## src/rtl/npm_pkg.sv

```systemverilog
// Shared types and constants for the nearest point merge table.
// No dependencies.
package npm_pkg;

    localparam int COORD_W  = 24;
    localparam int RAD_W    = 23;
    localparam int TIME_W   = 63;
    localparam int DIFF_W   = 25;
    localparam int SQ_W     = 50;
    localparam int DIST_W   = 52;
    localparam int RSQ_W    = 46;
    localparam int WGT_W    = 32;
    localparam int ID_W     = 32;
    localparam int NUM_W    = 57;
    localparam int MAG_W    = 56;
    localparam int DVS_W    = 33;
    localparam int POS_W    = 3 * COORD_W;
    localparam int META_W   = WGT_W + ID_W;
    localparam int TM_W     = 2 * TIME_W;
    localparam int STATUS_W = 2;
    localparam int SLOT_O_W = 8;
    localparam int CNT_W    = 16;

    localparam logic [STATUS_W-1:0] ST_REJECT = 2'd0;
    localparam logic [STATUS_W-1:0] ST_MERGE  = 2'd1;
    localparam logic [STATUS_W-1:0] ST_SPAWN  = 2'd2;
    localparam logic [STATUS_W-1:0] ST_FULL   = 2'd3;

    typedef enum logic [9:0] {
        S_IDLE   = 10'b0000000001,
        S_RADIUS = 10'b0000000010,
        S_SCAN   = 10'b0000000100,
        S_DECIDE = 10'b0000001000,
        S_FETCH  = 10'b0000010000,
        S_LOAD   = 10'b0000100000,
        S_MUL    = 10'b0001000000,
        S_DIV    = 10'b0010000000,
        S_WRITE  = 10'b0100000000,
        S_OUT    = 10'b1000000000
    } state_t;

    // squared distance result from the scan pipeline
    typedef struct packed {
        logic              vld;
        logic              last;
        logic [DIST_W-1:0] sum_sq;
    } dist_t;

endpackage

```

## src/rtl/npm_dist.sv

```systemverilog
// Three-stage squared distance pipeline: abs diff, square, sum.
// Depends on npm_pkg.
module npm_dist (
    input  logic                                  aclk,
    input  logic                                  aresetn,
    input  logic                                  in_vld,
    input  logic                                  in_last,
    input  logic [npm_pkg::POS_W-1:0]             stored,
    input  logic signed [npm_pkg::COORD_W-1:0]    px,
    input  logic signed [npm_pkg::COORD_W-1:0]    py,
    input  logic signed [npm_pkg::COORD_W-1:0]    pz,
    output npm_pkg::dist_t                        dout
);
    import npm_pkg::*;

    logic [1:0]        vld_reg, last_reg;
    logic [DIFF_W-1:0] ad_reg [3];
    logic [SQ_W-1:0]   sq_reg [3];
    logic [DIFF_W-1:0] ad_next [3];
    logic signed [DIFF_W-1:0] d [3];
    logic signed [COORD_W-1:0] s [3];
    logic signed [COORD_W-1:0] p [3];
    dist_t             out_reg;

    always_comb begin
        s[0] = stored[3*COORD_W-1:2*COORD_W];
        s[1] = stored[2*COORD_W-1:COORD_W];
        s[2] = stored[COORD_W-1:0];
        p[0] = px;
        p[1] = py;
        p[2] = pz;
        for (int k = 0; k < 3; k++) begin
            d[k] = DIFF_W'(s[k]) - DIFF_W'(p[k]);
            ad_next[k] = d[k][DIFF_W-1] ? DIFF_W'(-d[k]) : DIFF_W'(d[k]);
        end
    end

    always_ff @(posedge aclk) begin
        for (int k = 0; k < 3; k++) begin
            ad_reg[k] <= ad_next[k];
            sq_reg[k] <= ad_reg[k] * ad_reg[k];
        end
        out_reg.sum_sq <= DIST_W'(sq_reg[0]) + DIST_W'(sq_reg[1]) + DIST_W'(sq_reg[2]);
        out_reg.last <= last_reg[1];
        if (!aresetn) begin
            vld_reg     <= '0;
            last_reg    <= '0;
            out_reg.vld <= 1'b0;
        end else begin
            vld_reg     <= {vld_reg[0], in_vld};
            last_reg    <= {last_reg[0], in_last};
            out_reg.vld <= vld_reg[1];
        end
    end

    assign dout = out_reg;
endmodule

```

## config.mk

```make
export PLATFORM = sky130hd
export DESIGN_NAME = npm_dist
export DESIGN_NICKNAME = d
export VERILOG_FILES = /design/src/rtl/npm_pkg.sv /design/src/rtl/npm_dist.sv
export SDC_FILE = /design/constraint.sdc
export NUM_CORES = 2
export LEC_CHECK = 0
export BUFFER_PORTS_ARGS = -buffer_cell sky130_fd_sc_hd__buf_2
export CAP_MARGIN = 20
export CORE_MARGIN = 1.5
export CORE_UTILIZATION = 30
export CTS_CLUSTER_SIZE = 30
export DETAILED_ROUTE_END_ITERATION = 16
export PLACE_DENSITY_LB_ADDON = 0.1
export SLEW_MARGIN = 20
export SYNTH_ARGS = -nofsm -noshare
export SYNTH_HDL_FRONTEND = slang
export SYNTH_SLANG_ARGS = --single-unit
```

## constraint.sdc

```tcl
create_clock -name aclk -period 7.9 [get_ports aclk]
set_input_delay 1.58 -clock aclk [delete_from_list [all_inputs] [get_ports aclk]]
set_output_delay 1.58 -clock aclk [all_outputs]
set_load 0.005 [all_outputs]
```

### Word level (Yosys, flattened, before mapping)

Memory sizes are Yosys's and may differ from the RTL's.
Index checks and enable logic that the tools add are counted.

| cells by class | value |
|---|---|
| reductions and logical operators | 0 |
| shifts and indexed selects | 0 |
| $lt $le $gt $ge | 0 |
| bitwise gates (word level) | 0 |
| muxes and demuxes | 3 |
| divide/modulo/power cells | 0 |
| equal/unequal tests | 0 |
| $mul | 3 |
| $add $sub $neg | 8 |

Operators by type and width:

| operator | count |
|---|---|
| $mul 25x25->50 | 3 |
| $mux 25 | 3 |
| $neg 25->25 | 3 |
| $sub 24x24->25 | 3 |
| $add 51x50->52 | 1 |
| $add 50x50->51 | 1 |

| storage, ports and cells | value |
|---|---|
| input bits | 148 |
| ROM bits | 0 |
| memory bits (writable) | 225 |
| output and inout bits | 54 |
| latch bits | 0 |
| bits in registers | 58 |
| memories kept | 2 |

Memories:

| memory | depth | width | rd ports | clocked after memory_dff | wr ports | line | text |
|---|---|---|---|---|---|---|---|
| sq_reg | 3 | 50 | 3 | 0 | 3 | npm_dist.sv:18 | `logic [SQ_W-1:0] sq_reg [3];` |
| ad_reg | 3 | 25 | 3 | 0 | 3 | npm_dist.sv:17 | `logic [DIFF_W-1:0] ad_reg [3];` |

### Longest topological paths before layout

| depth | value |
|---|---|
| depth in word-level cells | 3 |
| depth in mapped cells | 29 |

### Worst setup path after synthesis

OpenSTA, ideal clock, no wires.

| path | value |
|---|---|
| path kind | reg2reg |
| start point | memory ad_reg[1][3], in the netlist ad_reg[0][28] |
| end point | memory sq_reg[1][48], in the netlist sq_reg[0][98] |
| buffers on the path | 2 |
| library setup time | 118 ps |
| clock period less this slack | 7473 ps |
| slack | 427 ps |
| required time | 7782 ps |
| cell stages (with the launch flop) | 29 |
| data arrival time | 7355 ps |
| path through | dfxtp_1 > clkbuf_1 > clkbuf_1 > nand2_1 > fa_1 > inv_1 > fa_1 > inv_1 > fa_1 > inv_1 > fa_1 > inv_1 > fa_1 > inv_1 > fa_1 > inv_1 > fa_1 > inv_1 > ha_1 > nand4_1 > or4_1 > a2111o_1 > a41oi_1 > a211o_1 > a31oi_1 > o31ai_2 > a41o_1 > a21oi_1 > xnor2_1 |

RTL lines:

| element | line |
|---|---|
| from (decl) | npm_dist.sv:17 |
| to (decl) | npm_dist.sv:18 |

==> flow_metrics.env <==
export IMPL_status="complete, no violations"
export IMPL_ys_top_cells_by_area="fa_1, ha_1, inv_1"
export IMPL_crit_fanout=13
export IMPL_endpoint_kind="register"
export IMPL_final_hold_violation_count=0
export IMPL_grt_pass1_vias=53500
export IMPL_syn_avg_cell_area_sq_um=9.15
export IMPL_start_util_pct=30.2
export IMPL_drtIter0Drc=2225
export IMPL_worst_slew_pin_slew_ps=973
export IMPL_antenna_found_initial=14
export IMPL_wirelength_mm=186
export IMPL_globalRouteOverflowTotal=0
export IMPL_place_hpwl_mm=166
export IMPL_netlist_top_cell_by_area="fa_1"
export IMPL_rows=174
export IMPL_ios=202
export IMPL_crit_path_top_delay_cell="fa_1"
export IMPL_ys_flop_type="dfxtp_1"
export IMPL_io_buffers=201
export IMPL_cts_tree="built"
export IMPL_routedWlPerCell_microns=17.3
export IMPL_maxCapViolCount=0
export IMPL_critPathArrivalTime_ps=8060
export IMPL_grt_pass1_wl_mm=300
export IMPL_cts_buffers=40
export IMPL_yosysTopAreaCellShare_pct=42.7
export IMPL_fillers=23700
export IMPL_die_x_microns=479
export IMPL_post_route_drc_count=0
export IMPL_cp_common_cell="fa_1"
export IMPL_pre_cts_ws_ps=43.9
export IMPL_hold_buffers=0
export IMPL_multi_input_area_sq_um=54100
export IMPL_hold_class="reg2reg"
export IMPL_vias=48100
export IMPL_ys_types=98
export IMPL_critPathTopFamily="adder cells"
export IMPL_layout_setup_ws_ps=330
export IMPL_place_gp_congestion=0.841
export IMPL_synth_seq_cells=280
export IMPL_num_nets_final=10000
export IMPL_cts_root_buf="clkbuf_16"
export IMPL_final_area_sq_um=75800
export IMPL_drive_gt1_share_pct=8.22
export IMPL_crit_buf_inv=6
export IMPL_path_cells="buf_4, buf_4, nand2_1, fa_1, fa_1, inv_1, fa_1, fa_1, fa_1, fa_1, inv_1, fa_1, inv_1, ha_1, nand3_1, or4_1, a2111o_1, a41oi_2, a211o_1, a31oi_2, o31ai_2, buf_4, a31oi_1, xnor2_1"
export IMPL_htreeDepth=2
export IMPL_grt_max_degree=28
export IMPL_layout_min_cycle_time_ps=7570
export IMPL_critical_path_class="reg2reg"
export IMPL_synth_edff_count=0
export IMPL_synthCells=7434
export IMPL_path_clk_slew_ps=50
export IMPL_slew_headroom_pct=34.8
export IMPL_crit_path_start_kind="register"
export IMPL_design_core_area_sq_um=225000
export IMPL_grt_total_usage_pct=16.7
export IMPL_cts_sinks=280
export IMPL_fp_dieArea_sq_um=230000
export IMPL_cts_buffer_depth=3
export IMPL_synth_seq_area_share_pct=8.24
export IMPL_clk_latency_ps=630
export IMPL_synth_area_sq_um=68100
export IMPL_setup_viol=0
export IMPL_fmax_mhz=132
export IMPL_yosysWarnings=0
export IMPL_area_delta_synth_final_pct=11.3
export IMPL_report_final_slew_viol_count=0
export IMPL_rsz0062_at_grt="true"
export IMPL_largest_register_ffs=147
export IMPL_worstPathRequired_ps=8390
export IMPL_vias_per_cell=4.46
export IMPL_drt_pre_antenna_iters=5
export IMPL_fin_skew_ps=31.9
export IMPL_placed_cell_area_sq_um=74200
export IMPL_final_seq_area_sq_um=5630
export IMPL_die_h_microns=479
export IMPL_max_stage_delay_ps=590
export IMPL_finalCritPeriodShare_pct=95.8
export IMPL_ant_nets=0
export IMPL_async_flop_share_pct=0
logic make-up after synthesis:
family,count (synthesis),synth area share [%]
buf+inv,2256,12.4
fa+ha+maj,2139,55.4
simple gates,1568,11.4
compound gates,853,8.19
xor+xnor,329,4.23
flops,280,8.24
mux,8,0.129
other cells,1,0.00551
what timing repair did:
item | 4_1_cts | 5_1_grt
buffers inserted | 0 | 0
resized for setup | 0 | 41
endpoints found under the setup margin | 0 | 36
Yosys cell counts (5+ instances only):
| cell type | n |
|---|---|
| a21o_1 | 145 |
| a221oi_1 | 10 |
| nor2b_1 | 47 |
| a211oi_1 | 34 |
| ha_1 | 686 |
| nor4b_1 | 6 |
| xnor2_1 | 209 |
| and2_1 | 386 |
| mux2_2 | 6 |
| and4_1 | 9 |
| dfxtp_1 | 280 |
| a31oi_1 | 32 |
| a2111oi_0 | 8 |
| nor2_1 | 204 |
| nand2_1 | 637 |
| or2_2 | 18 |
| a41o_1 | 5 |
| clkbuf_1 | 193 |
| nor4_1 | 9 |
| nor3_1 | 37 |
| and3_1 | 35 |
| a41oi_1 | 8 |
| a31o_2 | 12 |
| o211ai_1 | 16 |
| o31ai_1 | 22 |
| a211o_1 | 9 |
| nand3b_1 | 8 |
| or3_1 | 11 |
| o21ai_0 | 130 |
| nor3b_1 | 7 |
| a21boi_0 | 10 |
| a21oi_1 | 266 |
| nand3_1 | 60 |
| inv_1 | 2055 |
| xor2_1 | 120 |
| o21a_1 | 38 |
| nand2b_1 | 39 |
| nand4_1 | 25 |
| buf_1 | 6 |
| o211a_1 | 5 |
| fa_1 | 1453 |
| o2111ai_1 | 6 |
| o21ai_1 | 17 |
| o21bai_1 | 27 |
worst reg2reg max path, cell delays in order, from the launching register on:
cell and delay, ps:
dfxtp_1 400, buf_4 270, buf_4 280, nand2_1 150
fa_1 470, fa_1 540, inv_1 50, fa_1 530
fa_1 590, fa_1 440, fa_1 490, inv_1 50
fa_1 480, inv_1 50, ha_1 280, nand3_1 140
or4_1 470, a2111o_1 380, a41oi_2 240, a211o_1 240
a31oi_2 190, o31ai_2 280, buf_4 180, a31oi_1 100
xnor2_1 150
through the flow:
step / hold WS, ps / cells / TNS, ps / util (%)
floorplan: 310 / 7436 / 0 / -
global placement: 314 / 10700 / 0 / 33.0
detailed placement: 316 / 10700 / 0 / 33.0
CTS: 336 / 10800 / 0 / 33.6
global route: 351 / 10800 / -6.26 / 33.7
finish: 329 / 10800 / 0 / 33.7
layout by cell type (no fill, tap or decap), drive strengths merged, types with 14 or more instances in the layout:
cell,Yosys,layout
a21o,145,145
xnor2,209,209
nand2,637,637
and2,387,387
o21bai,27,27
nand4,25,25
or2,19,19
and3,35,35
a31o,14,14
nand2b,39,39
o21ai,147,147
o21a,38,38
a21oi,266,266
a211oi,35,35
inv,2055,2059
fa,1453,1453
nand3,60,60
nor2b,48,48
nor3,38,38
ha,686,686
buf,8,483
dfxtp,280,280
xor2,120,120
a31oi,33,33
o31ai,23,23
nor2,204,204
clkbuf,193,51
o211ai,16,16
final cells by class:
cell class,instances,area share (%)
tap,2992,4.94
multi-input combinational,4900,71.3
clock buffer,51,1.45
timing repair buffer,483,4.22
inverter,2055,10.2
clock inverter,19,0.418
antenna,5,0.0165
sequential,280,7.43
worst paths after layout:
check	startpoint	slack [ps]	depth (start not counted)	end
setup / recovery	ad_reg[0][35]$_DFF_P_	330	24	sq_reg[0][92]$_DFF_P_
hold / removal	last_reg[1]$_SDFF_PN0_	330	0	dout[52]$_DFF_P_
hold reg to reg	last_reg[1]$_SDFF_PN0_	330	0	dout[52]$_DFF_P_
setup reg to reg	ad_reg[0][35]$_DFF_P_	330	24	sq_reg[0][92]$_DFF_P_
routing by layer:
| metal | up-vias | share of wire [%] | GRT usage (%) |
|---|---|---|---|
| met3 | 140 | 2.9 | 1.29 |
| met2 | 669 | 48 | 28.2 |
| met4 | 2 | 1.8 | 3.19 |
| li1 | 23000 | - | - |
| met1 | 24300 | 47 | 23.4 |
| met5 | - | 0.0070 | 0 |
Power is left out: the tool's default activity adds up to more than one toggle a clock period on the data nets, which glitch-free logic cannot reach.
