**src/rtl/npm_pkg.sv**
```systemverilog
// Shared types and constants for the nearest point merge table.
// No dependencies.
package npm_pkg;

    localparam int COORD_W  = 24;
    localparam int RAD_W    = 23;
    localparam int TIME_W   = 63;
    localparam int DIFF_W   = 25;
    localparam int SQ_W     = 50;
    localparam int DIST_W   = 52;
    localparam int RSQ_W    = 46;
    localparam int WGT_W    = 32;
    localparam int ID_W     = 32;
    localparam int NUM_W    = 57;
    localparam int MAG_W    = 56;
    localparam int DVS_W    = 33;
    localparam int POS_W    = 3 * COORD_W;
    localparam int META_W   = WGT_W + ID_W;
    localparam int TM_W     = 2 * TIME_W;
    localparam int STATUS_W = 2;
    localparam int SLOT_O_W = 8;
    localparam int CNT_W    = 16;

    localparam logic [STATUS_W-1:0] ST_REJECT = 2'd0;
    localparam logic [STATUS_W-1:0] ST_MERGE  = 2'd1;
    localparam logic [STATUS_W-1:0] ST_SPAWN  = 2'd2;
    localparam logic [STATUS_W-1:0] ST_FULL   = 2'd3;

    typedef enum logic [9:0] {
        S_IDLE   = 10'b0000000001,
        S_RADIUS = 10'b0000000010,
        S_SCAN   = 10'b0000000100,
        S_DECIDE = 10'b0000001000,
        S_FETCH  = 10'b0000010000,
        S_LOAD   = 10'b0000100000,
        S_MUL    = 10'b0001000000,
        S_DIV    = 10'b0010000000,
        S_WRITE  = 10'b0100000000,
        S_OUT    = 10'b1000000000
    } state_t;

    // squared distance result from the scan pipeline
    typedef struct packed {
        logic              vld;
        logic              last;
        logic [DIST_W-1:0] sum_sq;
    } dist_t;

endpackage

```
**src/rtl/npm_divider.sv**
```systemverilog
// Restoring unsigned divider, one quotient bit per cycle.
// Depends on npm_pkg.
module npm_divider (
    input  logic                       aclk,
    input  logic                       aresetn,
    input  logic                       start,
    input  logic [npm_pkg::MAG_W-1:0]  dividend,
    input  logic [npm_pkg::DVS_W-1:0]  divisor,
    output logic                       done,
    output logic [npm_pkg::MAG_W-1:0]  quotient
);
    import npm_pkg::*;

    localparam int STEP_W = $clog2(MAG_W + 1);

    logic [DVS_W:0]    rem_reg;
    logic [MAG_W-1:0]  quo_reg;
    logic [DVS_W-1:0]  dvs_reg;
    logic [STEP_W-1:0] step_reg;
    logic              busy_reg, done_reg;
    logic [DVS_W:0]    shifted, diff;
    logic              ge;

    always_comb begin
        shifted = {rem_reg[DVS_W-1:0], quo_reg[MAG_W-1]};
        diff    = shifted - {1'b0, dvs_reg};
        ge      = shifted >= {1'b0, dvs_reg};
    end

    always_ff @(posedge aclk) begin
        if (!aresetn) begin
            busy_reg <= 1'b0;
            done_reg <= 1'b0;
        end else begin
            done_reg <= 1'b0;
            if (start) begin
                busy_reg <= 1'b1;
                rem_reg  <= '0;
                quo_reg  <= dividend;
                dvs_reg  <= divisor;
                step_reg <= STEP_W'(MAG_W);
            end else if (busy_reg) begin
                rem_reg  <= ge ? diff : shifted;
                quo_reg  <= {quo_reg[MAG_W-2:0], ge};
                step_reg <= step_reg - 1'b1;
                if (step_reg == STEP_W'(1)) begin
                    busy_reg <= 1'b0;
                    done_reg <= 1'b1;
                end
            end
        end
    end

    assign done     = done_reg;
    assign quotient = quo_reg;
endmodule
```
**config.mk**
```make
export PLATFORM = sky130hd
export DESIGN_NAME = npm_divider
export DESIGN_NICKNAME = d
export VERILOG_FILES = /design/src/rtl/npm_pkg.sv /design/src/rtl/npm_divider.sv
export SDC_FILE = /design/constraint.sdc
export NUM_CORES = 1
export LEC_CHECK = 0
export BUFFER_PORTS_ARGS = -buffer_cell sky130_fd_sc_hd__buf_2
export CAP_MARGIN = 20
export CORE_AREA = 2 2 115 117
export CTS_CLUSTER_DIAMETER = 150
export DETAILED_ROUTE_END_ITERATION = 8
export DIE_AREA = 0 0 117 119
export PLACE_DENSITY_LB_ADDON = 0.3
export SKIP_LAST_GASP = 1
export SLEW_MARGIN = 15
export SYNTH_ARGS = -nofsm -noshare
export SYNTH_HDL_FRONTEND = slang
export SYNTH_SLANG_ARGS = --single-unit
```
**constraint.sdc**
```tcl
create_clock -name aclk -period 10.2 [get_ports aclk]
set_input_delay 2.55 -clock aclk [delete_from_list [all_inputs] [get_ports aclk]]
set_output_delay 2.55 -clock aclk [all_outputs]
set_load 0.02 [all_outputs]
```
==> Word-level counts from Yosys, hierarchy flattened <==
Cells that the tools add are included.
{ "totals": {"register_bits": 130, "latchBits": 0, "ram_bits": 0, "mem_bits_ro": 0, "in_bits": 92, "out_inout_bits": 57, "elab_cells": 25, "memories": 0} }
{ "classes": {"add_sub_neg": 2, "multipliers": 0, "div_mod_pow": 0, "order_cmp": 1, "n_eq_ne": 1, "n_shift": 0, "n_mux": 9, "n_bitwise": 2, "n_reduce_logical": 4} }
{ "op_table": {"columns": ["operator", "count"], "rows": [
  ["2-to-1 mux 56 bit", 2],
  ["2-to-1 mux 33 bit", 2],
  [">= comparator 34 x 33 -> 1 bit", 1],
  ["subtractor 33 bit", 1],
  ["== test 6 x 1 -> 1 bit (second input constant)", 1],
  ["2-to-1 mux 6 bit", 1],
  ["subtractor 6 x 1 -> 6 bit (second input constant)", 1],
  ["2-to-1 mux 1 bit", 4],
  ["AND reduction 2 bit", 2],
  ["OR reduction 3 bit", 1],
  ["inverter 1 bit", 2],
  ["nonzero test 2 bit", 1]
]} }

==> Logic depth before layout (Yosys ltp) <==
Gate-level depths: netlist of run 1.
{ "depth": {"depth_word": 4, "depth_mapped": 13} }

==> Worst setup path before layout of run 1 <==
OpenSTA, ideal clock, no wires.
{ "synth_path": {"kind": "input to register", "startpoint": "input port start", "endpoint": "register quo_reg[0] (netlist: quotient[0]) (enable)", "setup_time_ns": 0.462, "arrival_time_ns": 5.304, "required_time_ns": 9.738, "path_slack_ns": 4.434, "path_stages": 3, "n_path_buf": 2, "path_cell_list": "clkbuf_1 -> clkbuf_1 -> o21a_1"} }
{ "synth_between": {"elab_chain_cells": 2} }
{ "synth_rtl": {"columns": ["item", "line_no", "text"], "rows": [
  ["start: declaration", "npm_divider.sv:6", "input logic start,"],
  ["nonzero test 2 bit (no source line)", null, null],
  ["AND reduction 2 bit (no source line)", null, null],
  ["end signal: assignment", "npm_divider.sv:39", "quo_reg <= dividend;"],
  ["end signal: assignment", "npm_divider.sv:44", "quo_reg <= {quo_reg[MAG_W-2:0], ge};"],
  ["end: declaration", "npm_divider.sv:17", "logic [MAG_W-1:0] quo_reg;"]
]} }
Every way passes these cells.
A chain may end at the register's enable or synchronous reset.

==> metrics.cfg, run 1 <==
[route]
finalWirelength_mm=17.44
drt_iter0_markers=363
ant_nets=0
routedWlPerCell_um=18.15
routed-via-count=5555
drt_first_pass_iters=5
post-route-drc-count=0
detail_route.vias_per_cell=5.780

[layout]
relative_area_change_from_synthesis_to_final_layout_pct=19.73
post_route_cells_drive_above_1_share=0.3236
filler_cell_count=905
nets=900
finish.instance_area_um2=8907
largest_register_ffs=56
diodes=0
finish.cell_count_without_fillers=961

[placement]
post_dp_cell_area_um2=8292
placedCellCount=929
finalWeightedCongestion=0.9492
port_buffers=148
dp_hpwl_mm=12.10

[global_routing]
globalRouteMet2Util=0.4328
groute.layer.met3.usage=0.07888
grt_util_all_layers=0.2646
grt_remaining_overflow=0
global_route.usage.met1=0.3260
number_of_antenna_violations_at_the_first_check_in_global_routing=0
globalRoute.busiestLayer=met2
grt_max_degree=83
first_pass_grt_wire_length_mm=28.29
number_of_global_route_vias_before_repair=5687

[sta]
unrepaired_setup_endpoints_after_global_routing=no
setup_skew_ns=0.005908
final.min_clock_period_ns=4.176
final-hold-violation-count=0
tightest_slew_ns=1.070
timing.max_slew.rel_slack=0.2863
post-route-period-util=0.4094
setup_total_negative_slack_ns=0
drv_slew=0
fmax_mhz=239.5
fin_hold_ws_ns=0.4638
final-setup-viol-count=0

[synth]
edff_count_synth=128
proportion_of_register_bits_with_asynchronous_set_or_reset_after_synthesis=0
synthesis.yosys.warnings=0
syn_inst=633
synth_cell_type_count=58
seq_total_area_yosys=0.5220
synth_nets=761
flip_flop_cell_with_the_highest_count_after_synthesis=edfxtp_1
syn-cell-area_um2=7440
synth_seq_cells=130
avgSynthCellArea_um2=11.75

[die]
placement_rows=42
fp.dieArea_um2=13920
io_pins=149
die_w_um=117
initial_core_utilization=0.5778
core_area_um2=12870
dieHeight_um=119

[clocking]
cts_resized=0
clk_pin_slew_worst_paths_ns=0.06
cts_buffer_count=17
cts_buffer_depth=2
worst_skew_pair_latency_ns=0.42
cts-htree-levels=4
tritoncts=built
cts_hold_buf=0
clkSinkCount=130
post-cts-setup-buffers=0
root_buffer=clkbuf_16

[critical_path]
crit_chain=buf_4 > buf_4 > inv_1 > nand2_1 > o22ai_1
worstSetupStartpointType=primary input
worst-r2r-cell-count=13
critPathCaptureType=flip-flop
critPathKind=in -> reg
crit_path_max_fanout=73
worstReg2RegEnd=rem_reg[31]
crit_path_top_delay_cell=buf_4
arrival_ns=4.32
timing.critical_path.max_delay_family=buffers and inverters
path_buf_inv=3
critical_path.most_common_cell=buf_4
worst_ep_required_time_ns=10.34
timing.critical_path.slowest_cell_delay_ns=0.72
timing.reg2reg.setup_slack_ns=6.28
worstReg2RegStart=quotient[55]

[power]
leakage_nw=3.794
p_total_w=0.001688
ir_worst_vdd_v=0.0001257
powerDensity_nw_per_um2=189.5

[status]
outcome=finished, final reports clean

[min_path]
launch_instance_of_the_worst_min_delay_path=busy_reg
hp-class=reg -> reg
worstHoldEndpoint=done
holdPathStages=2

[flow_run]
cap_viol_max_count=0

==> stage by stage <==
step                      setup WS, ns    util
after floorplan                  4.434       -
after global placement           5.687  0.6440
after detailed placement         5.585  0.6440
after CTS                        6.053  0.6918
after global routing             5.893  0.6918
final                            6.024  0.6918
==> cell type report <==
cell class | count | area (µm²) | share of cell area
Sequential cell | 130 | 3884 | 0.4360
Multi-Input combinational cell | 423 | 3234 | 0.3631
Timing Repair Buffer | 152 | 773.2 | 0.08681
Clock buffer | 21 | 460.4 | 0.05169
Tap cell | 176 | 220.2 | 0.02472
Inverter | 48 | 180.2 | 0.02023
Clock inverter | 11 | 155.1 | 0.01742
==> cell usage after synthesis (all sizes together) (5+ instances only) <==
cell type	instances	area, µm²
a211oi	12	135.1
a21o	25	187.7
a21oi	33	165.2
a31oi	5	46.29
buf	9	62.55
clkbuf	23	86.33
edfxtp	128	3844
ha	35	437.9
inv	48	180.2
mux2	58	653.1
mux2i	19	190.2
nand2	35	131.4
nand3	15	75.07
nand4	8	50.05
nor2	55	206.5
nor3	8	40.04
o211ai	10	75.07
o21a	8	60.06
o21ai	16	91.34
o22ai	5	31.28
xnor2	18	157.7
xor2	8	70.07
==> routing by layer <==
| layer | share of wire | wire length, µm |
|---|---|---|
| met1 | 0.41 | 7111 |
| met5 | 0 | 0 |
| met2 | 0.49 | 8541 |
| met3 | 0.076 | 1318 |
| met4 | 0.027 | 467 |
==> placed cells by master (no fill, tap or decap), types with 5 or more instances in the layout <==
master,synthesis,layout
buf_2,5,147
inv_1,48,48
ha_1,35,35
edfxtp_1,128,128
mux2_2,58,58
o22ai_1,5,5
a211oi_2,9,9
o21a_1,8,7
a21o_1,25,25
o21ai_0,14,14
xnor2_1,18,18
clkinv_4,0,5
nand3_1,15,15
nor2_1,55,55
nor3_1,8,8
a21oi_1,33,33
xor2_1,8,8
nand2_1,35,35
nand4_1,8,8
o211ai_1,10,10
mux2i_1,19,19
clkbuf_16,0,17
buf_4,0,5
==> worst register-to-register path, cell delays in order (launching register included) <==
cell      delay, ns
edfxtp_1       0.44
inv_1          0.07
ha_1           0.21
inv_1          0.07
fa_1           0.22
a211oi_1       0.09
o21bai_1       0.36
o211ai_1       0.21
a211oi_2       0.50
a31oi_4        0.23
o21ai_4        0.32
buf_4          0.50
nand2_1        0.26
o32ai_1        0.26
==> power breakdown <==
part	total, W	switching, W	internal [W]
clock network	0.000630	0.000230	0.000399
logic	0.000392	0.000230	0.000162
registers	0.000666	0.0000230	0.000643
total	0.00169	0.000484	0.00120
==> worst max path at each step <==
stage / end / cells past startpoint / start
global placement: rem_reg[24] / 5 / start
floorplan: quotient[0] / 3 / start
CTS: rem_reg[29] / 5 / start
detailed placement: rem_reg[13] / 5 / start
finish: rem_reg[29] / 5 / start
global route: rem_reg[29] / 5 / start
==> kinds of logic (layout without fill, tap and decap cells) <==
group,count (synthesis),in the layout,share of synthesized area
buffers and inverters,80,232,0.04423
adder cells (fa/ha/maj),36,36,0.06155
AND/OR/NAND/NOR,144,144,0.08914
flip-flops,130,130,0.5220
AO/OA/AOI/OAI,140,140,0.1391
multiplexers,77,77,0.1134
XOR/XNOR,26,26,0.03061
(Power assumes the default switching activity.)
==> run 2, diff against run 1 <==
--- a/config.mk
+++ b/config.mk
@@ -7,10 +7,10 @@
 export LEC_CHECK = 0
 export BUFFER_PORTS_ARGS = -buffer_cell sky130_fd_sc_hd__buf_2
 export CAP_MARGIN = 20
-export CORE_AREA = 2 2 115 117
+export CORE_AREA = 2 2 125 127
 export CTS_CLUSTER_DIAMETER = 150
 export DETAILED_ROUTE_END_ITERATION = 8
-export DIE_AREA = 0 0 117 119
+export DIE_AREA = 0 0 127 129
 export PLACE_DENSITY_LB_ADDON = 0.3
 export SKIP_LAST_GASP = 1
 export SLEW_MARGIN = 15
==> constraint.sdc (replaced) <==
create_clock -name aclk -period 3.45 [get_ports aclk]
set_input_delay 0.8625 -clock aclk [delete_from_list [all_inputs] [get_ports aclk]]
set_output_delay 0.8625 -clock aclk [all_outputs]
set_load 0.02 [all_outputs]
==> run 2 against run 1 <==
First-iteration DRC count down 15%. Register-to-register slack worse by 6.1 ns. Design area up 1.1%. Global-route usage down 5.5 points. Combinational power rose to 3.0 times the previous value. Sequential power rose to 2.9 times the previous value. Largest cell class unchanged.
==> metrics.cfg, run 2 (synthesized netlist as in run 1, its figures left out) <==
[sta]
fin_hold_ws_ns=0.4472
timing.max_slew.rel_slack=0.5869
unrepaired_setup_endpoints_after_global_routing=no
final-setup-viol-count=0
tightest_slew_ns=0.6196
drv_slew=0
setup_total_negative_slack_ns=0
fmax_mhz=309.4
final-hold-violation-count=0
final.min_clock_period_ns=3.232
post-route-period-util=0.9368
setup_skew_ns=0.01329

[global_routing]
number_of_global_route_vias_before_repair=5600
grt_max_degree=51
grt_util_all_layers=0.2094
number_of_antenna_violations_at_the_first_check_in_global_routing=1
grt_remaining_overflow=0
first_pass_grt_wire_length_mm=26.99

[clocking]
cts-htree-levels=4
cts_resized=0
tritoncts=built
worst_skew_pair_latency_ns=0.42
clk_pin_slew_worst_paths_ns=0.07
cts_buffer_depth=2
cts_buffer_count=17
clkSinkCount=130
cts_hold_buf=0
root_buffer=clkbuf_16

[placement]
finalWeightedCongestion=0.8942
port_buffers=148
dp_hpwl_mm=12.24

[critical_path]
timing.critical_path.slowest_cell_delay_ns=0.42
crit_chain=inv_1 > ha_1 > inv_1 > fa_1 > a211oi_1 > o21bai_1 > buf_4 > o211ai_1 > o211ai_1 > a31oi_1 > buf_4 > nor2_1 > a211o_1 > a211oi_2
timing.reg2reg.setup_slack_ns=0.22
worst_ep_required_time_ns=3.71
critPathCaptureType=flip-flop
critPathKind=reg -> reg
crit_path_top_delay_cell=fa_1
worst-r2r-cell-count=14
timing.critical_path.max_delay_family=compound AO/OA/AOI/OAI gates
worstSetupStartpointType=flip-flop
arrival_ns=3.49
crit_path_max_fanout=6
worstReg2RegStart=quotient[55]
path_buf_inv=4
worstReg2RegEnd=rem_reg[28]

[layout]
nets=917
post_route_cells_drive_above_1_share=0.3392
relative_area_change_from_synthesis_to_final_layout_pct=21.06
filler_cell_count=1237
layout.cells.most_common_list=147 x buf_2, 128 x edfxtp_1, 58 x mux2_2
largest_register_ffs=56
most_common_cell_after_layout_fill_and_taps_aside=buf_2
seq_area_um2=3884
multi_input_comb_area_um2=3234
diodes=0

[route]
drt_first_pass_iters=5
finalWirelength_mm=16.59
post-route-drc-count=0
routedWlPerCell_um=16.75
routed-via-count=5499
ant_nets=0
drt_iter0_markers=310
detail_route.vias_per_cell=5.555

[die]
dieHeight_um=129
initial_core_utilization=0.4967
fp.dieArea_um2=16380
io_pins=149
core_area_um2=14980
die_w_um=127
placement_rows=45

[status]
outcome=finished, final reports clean

[power]
leakage_nw=3.854
ir_worst_vdd_v=0.0004018
powerDensity_nw_per_um2=536.0

[min_path]
hp-class=reg -> reg
launch_instance_of_the_worst_min_delay_path=busy_reg
holdPathStages=2
worstHoldEndpoint=done

[flow_run]
cap_viol_max_count=0

[run 2: changes by cell type in the layout (fill, tap and decap cells not counted), sizes merged]
cell,change
buf,+17
inv,+7
clkbuf,-4
bufinv,-3
clkinv,-1
clkinvlp,+1
[run 2: final cells by class]
cell class | count | area share
Inverter | 48 | 0.02001
Clock inverter | 15 | 0.01348
Clock buffer | 17 | 0.04724
Tap cell | 188 | 0.02612
Sequential cell | 130 | 0.4312
Timing Repair Buffer | 169 | 0.1028
Multi-Input combinational cell | 423 | 0.3591
[run 2: repair_timing]
| action | CTS | global route |
|---|---|---|
| setup endpoints to repair | 0 | 15 |
| buffers inserted | 0 | 3 |
| hold endpoints to repair | 0 | 0 |
[run 2: worst max-delay path by stage]
stage	slack, ns	start	to	cells after the start
6_report	0.22	quotient[55]	rem_reg[28]	14
5_1_grt	0.03	quotient[55]	rem_reg[28]	14
4_1_cts	0.12	quotient[55]	rem_reg[16]	13
3_5_place_dp	0.14	quotient[55]	rem_reg[16]	13
3_3_place_gp	0.30	rem_reg[12]	rem_reg[12]	10
2_1_floorplan	0.34	start	quotient[0]	3
[run 2: worst reg2reg max path, cell delays in order (launching register included)]
cell      delay [ns]
edfxtp_1        0.40
inv_1           0.07
ha_1            0.16
inv_1           0.06
fa_1            0.43
a211oi_1        0.27
o21bai_1        0.13
buf_4           0.15
o211ai_1        0.20
o211ai_1        0.17
a31oi_1         0.28
buf_4           0.22
nor2_1          0.06
a211o_1         0.27
a211oi_2        0.21
[run 2: metal layers]
| layer | vias up | wire length [µm] | GRT usage |
|---|---|---|---|
| met4 | 2 | 292 | 0.07692 |
| met3 | 22 | 1286 | 0.07235 |
| li1 | 2668 | - | - |
| met1 | 2619 | 7030 | 0.2533 |
| met5 | - | 13 | 0 |
| met2 | 188 | 7964 | 0.3495 |
[run 2: metrics by stage]
stage               std cells    util  area, µm²  power [W]  setup WS (ns)
CTS                       987  0.5998       8984   0.004859         0.1212
finish                    990  0.6013       9006   0.004827         0.2180
global placement          955  0.5633       8437   0.003129         0.3034
floorplan                 633       -       7441   0.002846         0.3412
detailed placement        955  0.5633       8437   0.003159         0.1422
global route              990  0.6013       9006   0.005055        0.02604
[run 2: power breakdown]
part           leakage (nW)  total, W  switching [W]  internal [W]
logic                  2.35   0.00118       0.000669      0.000515
clock network         0.267   0.00168       0.000747      0.000937
registers              1.24   0.00196      0.0000610       0.00190
total                  3.85   0.00483        0.00148       0.00335
