--- src/rtl/npm_ram.sv ---
// Generic single-port RAM with registered read.
// No dependencies.
module npm_ram #(
    parameter int WIDTH = 8,
    parameter int DEPTH = 16
) (
    input  logic                                 aclk,
    input  logic                                 en,
    input  logic                                 we,
    input  logic [((DEPTH > 1) ? $clog2(DEPTH) : 1)-1:0] addr,
    input  logic [WIDTH-1:0]                     wdata,
    output logic [WIDTH-1:0]                     rdata
);
    logic [WIDTH-1:0] mem [DEPTH];

    always_ff @(posedge aclk) begin
        if (en) begin
            if (we) begin
                mem[addr] <= wdata;
            end else begin
                rdata <= mem[addr];
            end
        end
    end
endmodule

--- config.mk ---
export PLATFORM = sky130hd
export DESIGN_NAME = npm_ram
export DESIGN_NICKNAME = d
export VERILOG_FILES = /design/src/rtl/npm_ram.sv
export SDC_FILE = /design/constraint.sdc
export NUM_CORES = 1
export LEC_CHECK = 0
export ABC_AREA = 1
export BUFFER_PORTS_ARGS = -buffer_cell sky130_fd_sc_hd__buf_2
export CAP_MARGIN = 20
export CORE_UTILIZATION = 60
export DETAILED_ROUTE_END_ITERATION = 8
export PLACE_DENSITY_LB_ADDON = 0.12
export SLEW_MARGIN = 20
export SYNTH_ARGS = -nofsm -noshare
export SYNTH_HDL_FRONTEND = slang
export SYNTH_SLANG_ARGS = --single-unit
--- constraint.sdc ---
create_clock -name aclk -period 2 [get_ports aclk]
set_clock_uncertainty 0.1 [all_clocks]
set_input_delay 0.1 -clock aclk [delete_from_list [all_inputs] [get_ports aclk]]
set_output_delay 0.1 -clock aclk [all_outputs]
set_load 0.01 [all_outputs]
Word-level counts from Yosys, hierarchy flattened
Memory sizes are Yosys's and may differ from the RTL's. A register that Yosys moved wholly into a read port is not among the register bits.
Index checks and enable logic that the tools add are counted.
{"block": "word_totals", "ff_bits": 0, "latch_bits": 0, "mem_bits_rw": 128, "mem_bits_ro": 0, "n_memories": 1}
{"block": "op_classes", "n_addsub": 0, "mul": 0, "n_div": 0, "order_cmp": 0, "eq_ne": 0, "n_shift": 0, "n_mux": 3, "bitwise": 1, "reduce_logical": 1}
{"memory": "mem", "words": 16, "word_bits": 8, "read_ports": 1, "rd_clocked_by_memory_dff": 1, "write_ports": 1, "line": "14", "rtl": "logic [WIDTH-1:0] mem [DEPTH];"}
{"operator": "$mux W1", "n": 3}
{"operator": "$reduce_and A2 Y1", "n": 1}
{"operator": "$not A1 Y1", "n": 1}

Depth between registers and ports, before layout
Gate-level depths: netlist of the first run.
{"block": "logic_depth", "depth_word": 3, "mapped_depth": 11}

Least setup slack after synthesis of the first run
Ideal clock, no wire load.
{"block": "synth_timing", "path_kind": "input to register", "start": "input addr[1] (netlist bit)", "end": "memory mem[12][0] (enable)", "setup_time_ps": 370, "t_arrival_ps": 1034, "required_time_ps": 1530, "slack_ps": 496, "cell_stages": 5, "path_buffers": 2, "cell_sequence": "buf_2 > inv_2 > buf_2 > nand3_1 > nor2_1"}
{"element": "from (decl)", "line": "10", "rtl": "input logic [((DEPTH > 1) ? $clog2(DEPTH) : 1)-1:0] addr,"}
{"element": "to (decl)", "line": "14"}
No word-level cell before the write port.

Worst setup path after layout of the first run
{"block": "layout_timing", "start": "input we", "end": "register rdata[6], read port of mem (enable)"}
{"block": "layout_via", "elab_chain_cells": 2}
{"element": "from (decl)", "line": "9", "rtl": "input logic we,"}
{"element": "$not A1 Y1 (no line)"}
{"element": "$reduce_and A2 Y1 (no line)"}
{"element": "to (decl)", "line": "12", "rtl": "output logic [WIDTH-1:0] rdata"}
Every way passes these cells.

==> results.py, run 1 <==
metrics = {
    "run_status": {
        "status": "completed",
    },
    "global_route": {
        "grt_max_degree": 67,
        "grt_usage_pct": 27.3,
        "grtUsageMet3_pct": 7.80,
        "grt_pass1_wl_um": 19000,
        "grt_pass1_vias": 3722,
        "grt_use_met2_pct": 41.3,
        "met1_usage_pct": 37.0,
        "top_usage_layer": "met2",
        "grt-ovfl-total": 0,
        "antenna_found_initial": 0,
    },
    "synth": {
        "synth_top_family_by_area": "simple AND/OR/NAND/NOR gates",
        "ys_types": 9,
        "yosys.area_share.simple_pct": 24.5,
        "synth_seq_cells": 136,
        "synthXorXnorAreaFrac_pct": 0,
        "yosysWarnings": 0,
        "synthAdderAreaFrac_pct": 0,
        "muxShareOfSynthArea_pct": 0,
        "synthCells": 552,
        "synth_compound_area_share_pct": 0,
        "ys_seq_area_share_pct": 71.8,
        "synth_area_mm2": 0.00569,
        "synth.avg_cell_area_um2": 10.3,
        "syn_nets": 567,
    },
    "final_layout": {
        "area_delta_synth_final_pct": 18.6,
        "diodes": 0,
        "drive_gt1_share_pct": 12.5,
        "fin_util_pct": 73.4,
        "fin_nets": 620,
        "instances_no_fill": 728,
    },
    "route": {
        "num_vias": 3851,
        "avgViaCountPerCell": 5.29,
        "drt_iter0_markers": 317,
        "routed_wl_um": 11900,
        "drcViolationCount": 0,
        "drt_first_pass_iters": 5,
        "wl_per_cell_um": 16.4,
        "antenna_left": 0,
    },
    "clock_tree": {
        "numCtsBuffers": 17,
        "clk_pin_slew_ns": 0.06,
        "cts_resized": 0,
        "clock-sinks": 136,
        "cts.path.max_buffers": 2,
        "insertion_delay_ns": 0.52,
        "cts_root_buffer": "clkbuf_8",
        "cts_tree": "done",
        "h-tree-depth": 4,
    },
    "power_and_ir_drop": {
        "power_density_mw_per_mm2": 1010,
        "irDropWorstVdd_mv": 0.634,
        "power_mw": 6.82,
        "leakagePower_nw": 2.93,
    },
    "floorplanning": {
        "die_area_mm2": 0.00988,
        "die_h_um": 99.4,
        "die_w_um": 99.4,
        "start_util_pct": 61.9,
        "core-area_mm2": 0.00920,
        "io_pins": 23,
        "rows": 35,
    },
    "min_path": {
        "min_from": "addr[3]",
        "min_to": "rdata[5]",
        "holdPathStages": 7,
        "hp-class": "in2reg",
    },
    "timing": {
        "tightestPinTransition_ns": 0.450,
        "rsz0062_at_grt": "no",
        "slew_viol_final": 0,
        "timing.final.crit_share_pct": 76.9,
        "holdWs_ns": 0.178,
        "finalSetupViolCount": 0,
        "slew_headroom_pct": 70.0,
        "hold_viol": 0,
        "finalSetupTns_ns": 0,
        "finalCriticalPeriod_ns": 1.54,
        "timing.fmax_mhz": 651,
    },
    "placement": {
        "dp.cells": 687,
        "portBuffers": 22,
        "finalWeightedCongestion": 0.872,
        "hpwl_um": 7450,
    },
    "worst_setup_path": {
        "worstSetupPathType": "in2reg",
        "reg2reg_setup_slack_ns": 0.72,
        "required_ns": 2.08,
        "ff2ff_path_depth": 8,
        "cp-start-kind": "input port",
        "cp_data_arrival_time_ns": 1.61,
        "reg2reg_to": "rdata[4]",
        "r2r-start": "mem[5][4]",
        "end_kind": "flop",
        "path_max_fanout": 8,
    },
    "run": {
        "cap_viol_max_count": 0,
    },
}
[logic make-up (layout without fill, tap and decap cells)]
logic type             count (synthesis)  count (layout)
AND/OR/NAND/NOR                      370             370
buffers and inverters                 46             111
flip-flops                           136             136
[worst max-delay path, cell delays in order]
cell           delay (ns)
dlygate4sd3_1        0.53
buf_2                0.12
nor2_1               0.08
dlygate4sd3_1        0.78
[stage by stage]
stage               area (µm²)  setup WS, ns
global placement          6030         0.440
finish                    6750         0.463
global route              6750         0.380
CTS                       6750         0.479
detailed placement        6030         0.411
floorplan                 5690         0.496
[layout by cell type (no fill, tap or decap)]
master	n
edfxtp_1	136
nor2_1	19
clkinvlp_4	1
buf_4	20
dlygate4sd3_1	10
inv_1	21
clkinv_4	1
buf_2	22
inv_2	4
clkinv_2	2
nand2_1	347
clkbuf_8	1
nand3_1	4
clkinv_1	2
clkbuf_1	1
clkbuf_16	16
buf_12	3
bufinv_16	5
inv_6	2
[what timing repair did]
action / CTS / global route
endpoints found under the hold margin: 136 / 0
setup buffers: 0 / 0
hold buffers: 10 / 0
[where the power goes]
group	switching (mW)	internal [mW]
Sequential	0.00872	3.18
Clock	1.11	2.14
Combinational	0.265	0.114
[cell type report]
| type | count | area (µm²) |
|---|---|---|
| Clock buffer | 18 | 418 |
| Clock inverter | 13 | 201 |
| Fill cell | 606 | 2450 |
| Inverter | 25 | 93.8 |
| Multi-Input combinational cell | 370 | 1390 |
| Sequential cell | 136 | 4080 |
| Tap cell | 111 | 139 |
| Timing Repair Buffer | 55 | 420 |
[cell usage after synthesis]
library cell	n	share of area [%]
nand3_1	4	0.35
buf_2	12	1.1
nor2_1	19	1.3
inv_2	4	0.26
buf_4	7	0.92
nand2_1	347	23
edfxtp_1	136	72
clkbuf_1	2	0.13
inv_1	21	1.4
[worst max path at each step]
stage | from | endpoint | depth (start not counted)
3_3_place_gp | addr[0] | mem[8][0] | 5
3_5_place_dp | addr[0] | mem[8][0] | 5
2_1_floorplan | addr[1] | mem[12][0] | 5
4_1_cts | we | rdata[6] | 4
6_report | we | rdata[6] | 4
5_1_grt | we | rdata[6] | 4
[flip-flops by register name, indices dropped and copies added (netlist names)]
register / count
mem: 128
rdata: 8
[routing by layer]
metal	routed length, µm	up-vias
li1	-	1873
met1	4870	1775
met2	5590	176
met3	1150	27
met4	306	0
met5	0	-
Power figures use the tool's default switching activity.
==> inputs of run 2 (changes only) <==
--- a/config.mk
+++ b/config.mk
@@ -5,10 +5,10 @@
 export SDC_FILE = /design/constraint.sdc
 export NUM_CORES = 1
 export LEC_CHECK = 0
-export ABC_AREA = 1
+export ABC_AREA = 0
 export BUFFER_PORTS_ARGS = -buffer_cell sky130_fd_sc_hd__buf_2
 export CAP_MARGIN = 20
-export CORE_UTILIZATION = 60
+export CORE_UTILIZATION = 54
 export DETAILED_ROUTE_END_ITERATION = 8
 export PLACE_DENSITY_LB_ADDON = 0.12
 export SLEW_MARGIN = 20
==> constraint.sdc (replaced) <==
create_clock -name aclk -period 1.2 [get_ports aclk]
set_clock_uncertainty 0.1 [all_clocks]
set_input_delay 0.06 -clock aclk [delete_from_list [all_inputs] [get_ports aclk]]
set_output_delay 0.06 -clock aclk [all_outputs]
set_load 0.01 [all_outputs]
==> run 2 against run 1 <==
Effect of this change:
- the flow now finishes with violations (setup timing)
- synthesized area is 8.0% lower
- global-route usage is 3.1 points lower
- combinational power is 61% higher
- first-iteration DRC count is 54% lower
- synthesized cell count is 58% lower
==> results.py, run 2 <==
metrics = {
    "route": {
        "avgViaCountPerCell": 5.68,
        "routed_wl_um": 10800,
        "num_vias": 2679,
        "wl_per_cell_um": 22.9,
        "drt_first_pass_iters": 5,
        "drt_iter0_markers": 147,
        "drcViolationCount": 0,
        "antenna_left": 0,
    },
    "clock_tree": {
        "cts.path.max_buffers": 2,
        "insertion_delay_ns": 0.51,
        "clock-sinks": 136,
        "cts_root_buffer": "clkbuf_8",
        "post-cts-setup-buffers": 0,
        "h-tree-depth": 4,
        "cts_tree": "done",
        "numCtsBuffers": 17,
        "clk_pin_slew_ns": 0.06,
    },
    "run_status": {
        "status": "finished with violations",
        "violations": "setup timing",
    },
    "synth": {
        "synth_area_leaders": "edfxtp_1 78%, mux4_1 8.0%, mux4_2 6.9%",
        "synth.top_cell.area_share_pct": 78.0,
        "synth.most_common_cell": "edfxtp_1",
        "syn_nets": 249,
        "yosys.area.top_type": "edfxtp_1",
        "synthArstFlopShare_pct": 0,
        "ys_seq_area_share_pct": 78.0,
        "synth_seq_cells": 136,
        "synthFlopType": "edfxtp_1",
        "synthCells": 234,
        "synthTopCellsByCount": "136 x edfxtp_1, 16 x a22oi_1, 16 x mux4_1, 16 x mux4_2, 13 x nor2_1",
        "yosysWarnings": 0,
        "synth_edf_count": 136,
        "ys_types": 18,
        "synth_area_mm2": 0.00524,
        "synth.avg_cell_area_um2": 22.4,
    },
    "floorplanning": {
        "rows": 35,
        "core-area_mm2": 0.00933,
        "start_util_pct": 56.2,
        "die_area_mm2": 0.0101,
        "die_w_um": 100,
        "io_pins": 23,
        "die_h_um": 100,
    },
    "timing": {
        "rsz0062_at_grt": "yes",
        "slew_headroom_pct": 32.7,
        "finalSetupViolCount": 13,
        "finalCriticalPeriod_ns": 1.55,
        "tightestPinTransition_ns": 1.01,
        "slew_viol_final": 0,
        "timing.fmax_mhz": 644,
        "setup_slack_ns": -0.353,
        "timing.final.crit_share_pct": 129,
        "hold_viol": 0,
    },
    "run": {
        "cap_viol_max_count": 0,
    },
    "final_layout": {
        "layout_commonest_cell": "edfxtp_1",
        "fin_nets": 345,
        "area_delta_synth_final_pct": 29.0,
        "largest_register": "mem",
        "stdcell_area_mm2": 0.00676,
        "final_cell_mix": "136 x edfxtp_1, 49 x buf_4, 30 x mux4_2",
        "diodes": 0,
        "drive_gt1_share_pct": 49.3,
        "largest_reg_flops": 128,
        "reg.largest.list": "mem (128), rdata (8)",
        "fin_util_pct": 72.4,
    },
    "worst_setup_path": {
        "cp_data_arrival_time_ns": 1.70,
        "worstSetupPathType": "reg2reg",
        "critPathMaxStageDelay_ns": 0.49,
        "critPathBufInv": 0,
        "path_cells": "mux4_2, a22oi_2, nand2_1",
        "cp-start-kind": "flop",
        "crit_family": "multiplexers",
        "required_ns": 1.35,
        "path_max_fanout": 1,
        "crit_path_top_delay_cell": "mux4_2",
        "end_kind": "flop",
    },
    "global_route": {
        "antenna_found_initial": 0,
        "grt_usage_pct": 24.2,
        "grt_max_degree": 17,
        "grt_pass1_vias": 2815,
        "grt-ovfl-total": 0,
        "grt_pass1_wl_um": 16600,
    },
    "power_and_ir_drop": {
        "irDropWorstVdd_mv": 0.910,
        "leakagePower_nw": 2.31,
        "power_density_mw_per_mm2": 1600,
    },
    "placement": {
        "dpl_worst_slack_ns": -0.627,
        "hpwl_um": 7110,
        "dpl_cell_area_mm2": 0.00608,
        "portBuffers": 22,
        "finalWeightedCongestion": 0.803,
    },
    "min_path": {
        "hp-class": "in2reg",
    },
}
-- run 2: layout make-up --
type                            count  area, µm²
Sequential cell                   136       4080
Fill cell                         576       2570
Multi-Input combinational cell     85       1150
Timing Repair Buffer               90        791
Clock buffer                       17        414
Tap cell                          129        161
Clock inverter                     15        153
-- run 2: cells by family after synthesis --
group | after synthesis | synth area share, %
mux | 32 | 14.9
compound gates | 16 | 2.29
flops | 136 | 78.0
simple gates | 37 | 3.32
buf+inv | 13 | 1.50
-- run 2: metrics by stage --
| stage | std cells | hold slack [ns] | power (mW) | setup TNS (ns) |
|---|---|---|---|---|
| finish | 472 | 0.104 | 10.8 | -2.62 |
| global route | 472 | 0.145 | 11.1 | -3.24 |
| CTS | 472 | 0.102 | 10.9 | -2.91 |
| detailed placement | 432 | 0.366 | 5.98 | -41.90 |
| global placement | 432 | 0.354 | 5.97 | -40.87 |
| floorplan | 234 | 0.0589 | 5.71 | -26.52 |
-- run 2: path summary, 6_finish.rpt --
| check | end | depth (start not counted) | slack [ns] | from |
|---|---|---|---|---|
| max reg2reg | rdata[1] | 3 | -0.35 | mem[3][1] |
| min | rdata[2] | 4 | 0.10 | addr[3] |
| max | rdata[1] | 3 | -0.35 | mem[3][1] |
| min reg2reg | rdata[2] | 3 | 0.63 | mem[14][2] |
-- run 2: tightest hold or removal path, delay by kind of cell --
| family | cells | cell delay [ns] |
|---|---|---|
| AOI/OAI and AO/OA | 1 | 0.09 |
| buffers and inverters | 1 | 0.15 |
| and+or+nand+nor | 2 | 0.30 |
-- run 2: timing repair --
item | in CTS | in global routing
endpoints found under the setup margin | 13 | 16
pin swaps | 6 | 7
hold buffers | 8 | 0
endpoints found under the hold margin | 128 | 0
gates resized for setup | 12 | 7
-- run 2: layer usage --
layer / track usage, % / vias to the layer above / part of all wire [%]
met5: 0 / - / 0
met4: 7.92 / 0 / 1.0
met3: 6.87 / 6 / 6.1
met2: 38.8 / 102 / 50
met1: 32.4 / 1389 / 42
li1: - / 1182 / -
-- run 2: power by group --
| group | switching (mW) | leakage (nW) | internal [mW] | total (mW) |
|---|---|---|---|---|
| Clock | 1.94 | 0.268 | 2.96 | 4.89 |
| Sequential | 0.0198 | 1.23 | 5.30 | 5.32 |
| Combinational | 0.313 | 0.812 | 0.297 | 0.610 |
==> inputs of run 3 (changes only) <==
--- a/config.mk
+++ b/config.mk
@@ -8,7 +8,9 @@
 export ABC_AREA = 0
 export BUFFER_PORTS_ARGS = -buffer_cell sky130_fd_sc_hd__buf_2
 export CAP_MARGIN = 20
-export CORE_UTILIZATION = 54
+export CELL_PAD_IN_SITES_DETAIL_PLACEMENT = 0
+export CELL_PAD_IN_SITES_GLOBAL_PLACEMENT = 2
+export CORE_UTILIZATION = 44
 export DETAILED_ROUTE_END_ITERATION = 8
 export PLACE_DENSITY_LB_ADDON = 0.12
 export SLEW_MARGIN = 20
==> run 3 against run 2 <==
Effect of this change:
- the flow finishes with violations (DRC, setup timing)
- critical path depth is the same
- first-iteration DRC count is 2.0% lower
- flip-flop and latch count is the same
- hold slack improved by 0.040 ns
- via count is 1.6% lower
- register-to-register slack improved by 0.05 ns
- clock-buffer cell count grew 1
- final area down 0.65%
- global-route usage decreased by 4.3 points
- sequential power about the same
- routed wire length grew 2.2%
- combinational power decreased by 3.8%
- largest cell class unchanged
- highest routed layer unchanged
==> results.py, run 3 (synthesis results as in run 2) <==
metrics = {
    "run_status": {
        "status": "finished with violations",
        "violations": "DRC, setup timing",
    },
    "min_path": {
        "hp-class": "in2reg",
    },
    "clock_tree": {
        "cts.path.max_buffers": 2,
        "clk_pin_slew_ns": 0.06,
        "numCtsBuffers": 17,
        "h-tree-depth": 4,
        "cts_root_buffer": "clkbuf_16",
        "cts_tree": "done",
        "clock-sinks": 136,
        "insertion_delay_ns": 0.42,
    },
    "global_route": {
        "grt_pass1_wl_um": 16800,
        "antenna_found_initial": 0,
        "grt_max_degree": 17,
        "met1_usage_pct": 27.1,
        "top_usage_layer": "met2",
        "grt_use_met2_pct": 29.9,
        "grt-ovfl-total": 0,
        "grt_usage_pct": 19.9,
        "grtUsageMet3_pct": 5.30,
        "grt_pass1_vias": 2786,
    },
    "power_and_ir_drop": {
        "power_density_mw_per_mm2": 1680,
        "p_int_mw": 9.02,
        "pwr-share-clk_pct": 47.5,
        "p_sw_share_pct": 19.8,
        "irDropWorstVdd_mv": 0.829,
        "leakagePower_nw": 2.29,
        "power_frac_comb_pct": 5.2,
        "p_seq_share_pct": 47.3,
        "power.switching_mw": 2.23,
    },
    "timing": {
        "slew_viol_final": 0,
        "rsz0062_at_grt": "yes",
        "finalCriticalPeriod_ns": 1.51,
        "slew_headroom_pct": 23.1,
        "timing.final.crit_share_pct": 125,
        "timing.fmax_mhz": 664,
        "hold_viol": 0,
        "finalSetupViolCount": 8,
        "holdWs_ns": 0.144,
        "tightestPinTransition_ns": 1.15,
        "setup_slack_ns": -0.305,
    },
    "final_layout": {
        "regArea_mm2": 0.00408,
        "multi_input_area_mm2": 0.00115,
        "largest_reg_flops": 128,
        "largest_register": "mem",
        "diodes": 0,
        "area_delta_synth_final_pct": 28.1,
        "drive_gt1_share_pct": 47.8,
        "layout_commonest_cell": "edfxtp_1",
        "reg.largest.list": "mem (128), rdata (8)",
        "fin_util_pct": 58.3,
        "final_cell_mix": "136 x edfxtp_1, 47 x buf_4, 31 x mux4_2",
        "fin_nets": 339,
        "n_fill_cell": 888,
    },
    "floorplanning": {
        "die_h_um": 111,
        "die_area_mm2": 0.0123,
        "io_pins": 23,
        "rows": 39,
        "start_util_pct": 45.5,
        "core-area_mm2": 0.0115,
        "die_w_um": 111,
    },
    "route": {
        "avgViaCountPerCell": 5.49,
        "drt_first_pass_iters": 6,
        "routed_wl_um": 11100,
        "antenna_left": 0,
        "num_vias": 2635,
        "drcViolationCount": 4,
        "drt_iter0_markers": 144,
        "wl_per_cell_um": 23.0,
    },
    "worst_setup_path": {
        "path_max_fanout": 1,
        "worstSetupPathType": "reg2reg",
        "required_ns": 1.27,
        "end_kind": "flop",
        "cp_data_arrival_time_ns": 1.58,
        "cp-start-kind": "flop",
        "reg2reg_setup_slack_ns": -0.31,
    },
    "run": {
        "cap_viol_max_count": 0,
    },
    "placement": {
        "portBuffers": 22,
        "dpl_worst_slack_ns": -0.613,
        "hpwl_um": 7500,
        "finalWeightedCongestion": 0.714,
    },
}
-- run 3: cell types whose count changed in the layout (fill, tap and decap cells not counted) --
cell / delta
clkbuf_1: +1
buf_12: -4
clkbuf_8: -1
bufinv_16: +2
clkbuf_16: +1
buf_4: -2
mux4_2: +1
buf_6: -1
buf_2: +1
clkinv_2: -1
clkinvlp_4: -1
clkinv_1: +2
inv_6: -3
mux4_1: -1
-- run 3: power by group through the flow --
stage / clock [mW] / combinational (mW) / sequential, mW
after floorplan: 0 / 0.292 / 5.42
after global placement: 0 / 0.539 / 5.42
after detailed placement: 0 / 0.547 / 5.42
after CTS: 5.41 / 0.596 / 5.32
after global routing: 5.61 / 0.635 / 5.32
final: 5.34 / 0.587 / 5.32
-- run 3: critical path, cell delays in order, from the launching register on --
cell	delay, ns
edfxtp_1	0.37
mux4_2	0.48
a22oi_2	0.22
nand2_1	0.09
-- run 3: stage by stage --
step | setup TNS [ns] | instances | power, mW | cell area, µm²
2_1_floorplan | -26.52 | 234 | 5.71 | 5340
3_3_place_gp | -31.06 | 440 | 5.96 | 6000
3_5_place_dp | -32.64 | 440 | 5.97 | 6000
4_1_cts | -2.39 | 480 | 11.3 | 6720
5_1_grt | -2.64 | 480 | 11.6 | 6710
6_report | -2.22 | 480 | 11.2 | 6710
-- run 3: final timing paths --
path         startpoint  endpoint  cells past startpoint
max reg2reg   mem[2][1]  rdata[1]                      3
min reg2reg  mem[12][4]  rdata[4]                      3
max           mem[2][1]  rdata[1]                      3
min                  we  rdata[0]                      4
-- run 3: what timing repair did --
item                       in CTS  in global routing
hold buffers                    8                  0
cloned                          0                  0
setup endpoints to repair       9                  9
pin swaps                      12                  2
gates resized for setup        18                  1
setup buffers                   0                  0
hold endpoints to repair      128                  0
-- run 3: layout make-up --
type | instances | area share [%]
repair buffers | 84 | 10.3
multi-input cells | 85 | 17.1
clock inverters | 14 | 2.70
well taps | 143 | 2.67
clock buffers | 18 | 6.39
flip-flops and latches | 136 | 60.9
-- run 3: layer usage --
metal  up-vias  wire length (µm)
met3        15               492
met2        67              5310
met1      1387              5020
li1       1166                 -
met4         0               232
met5         -                 0
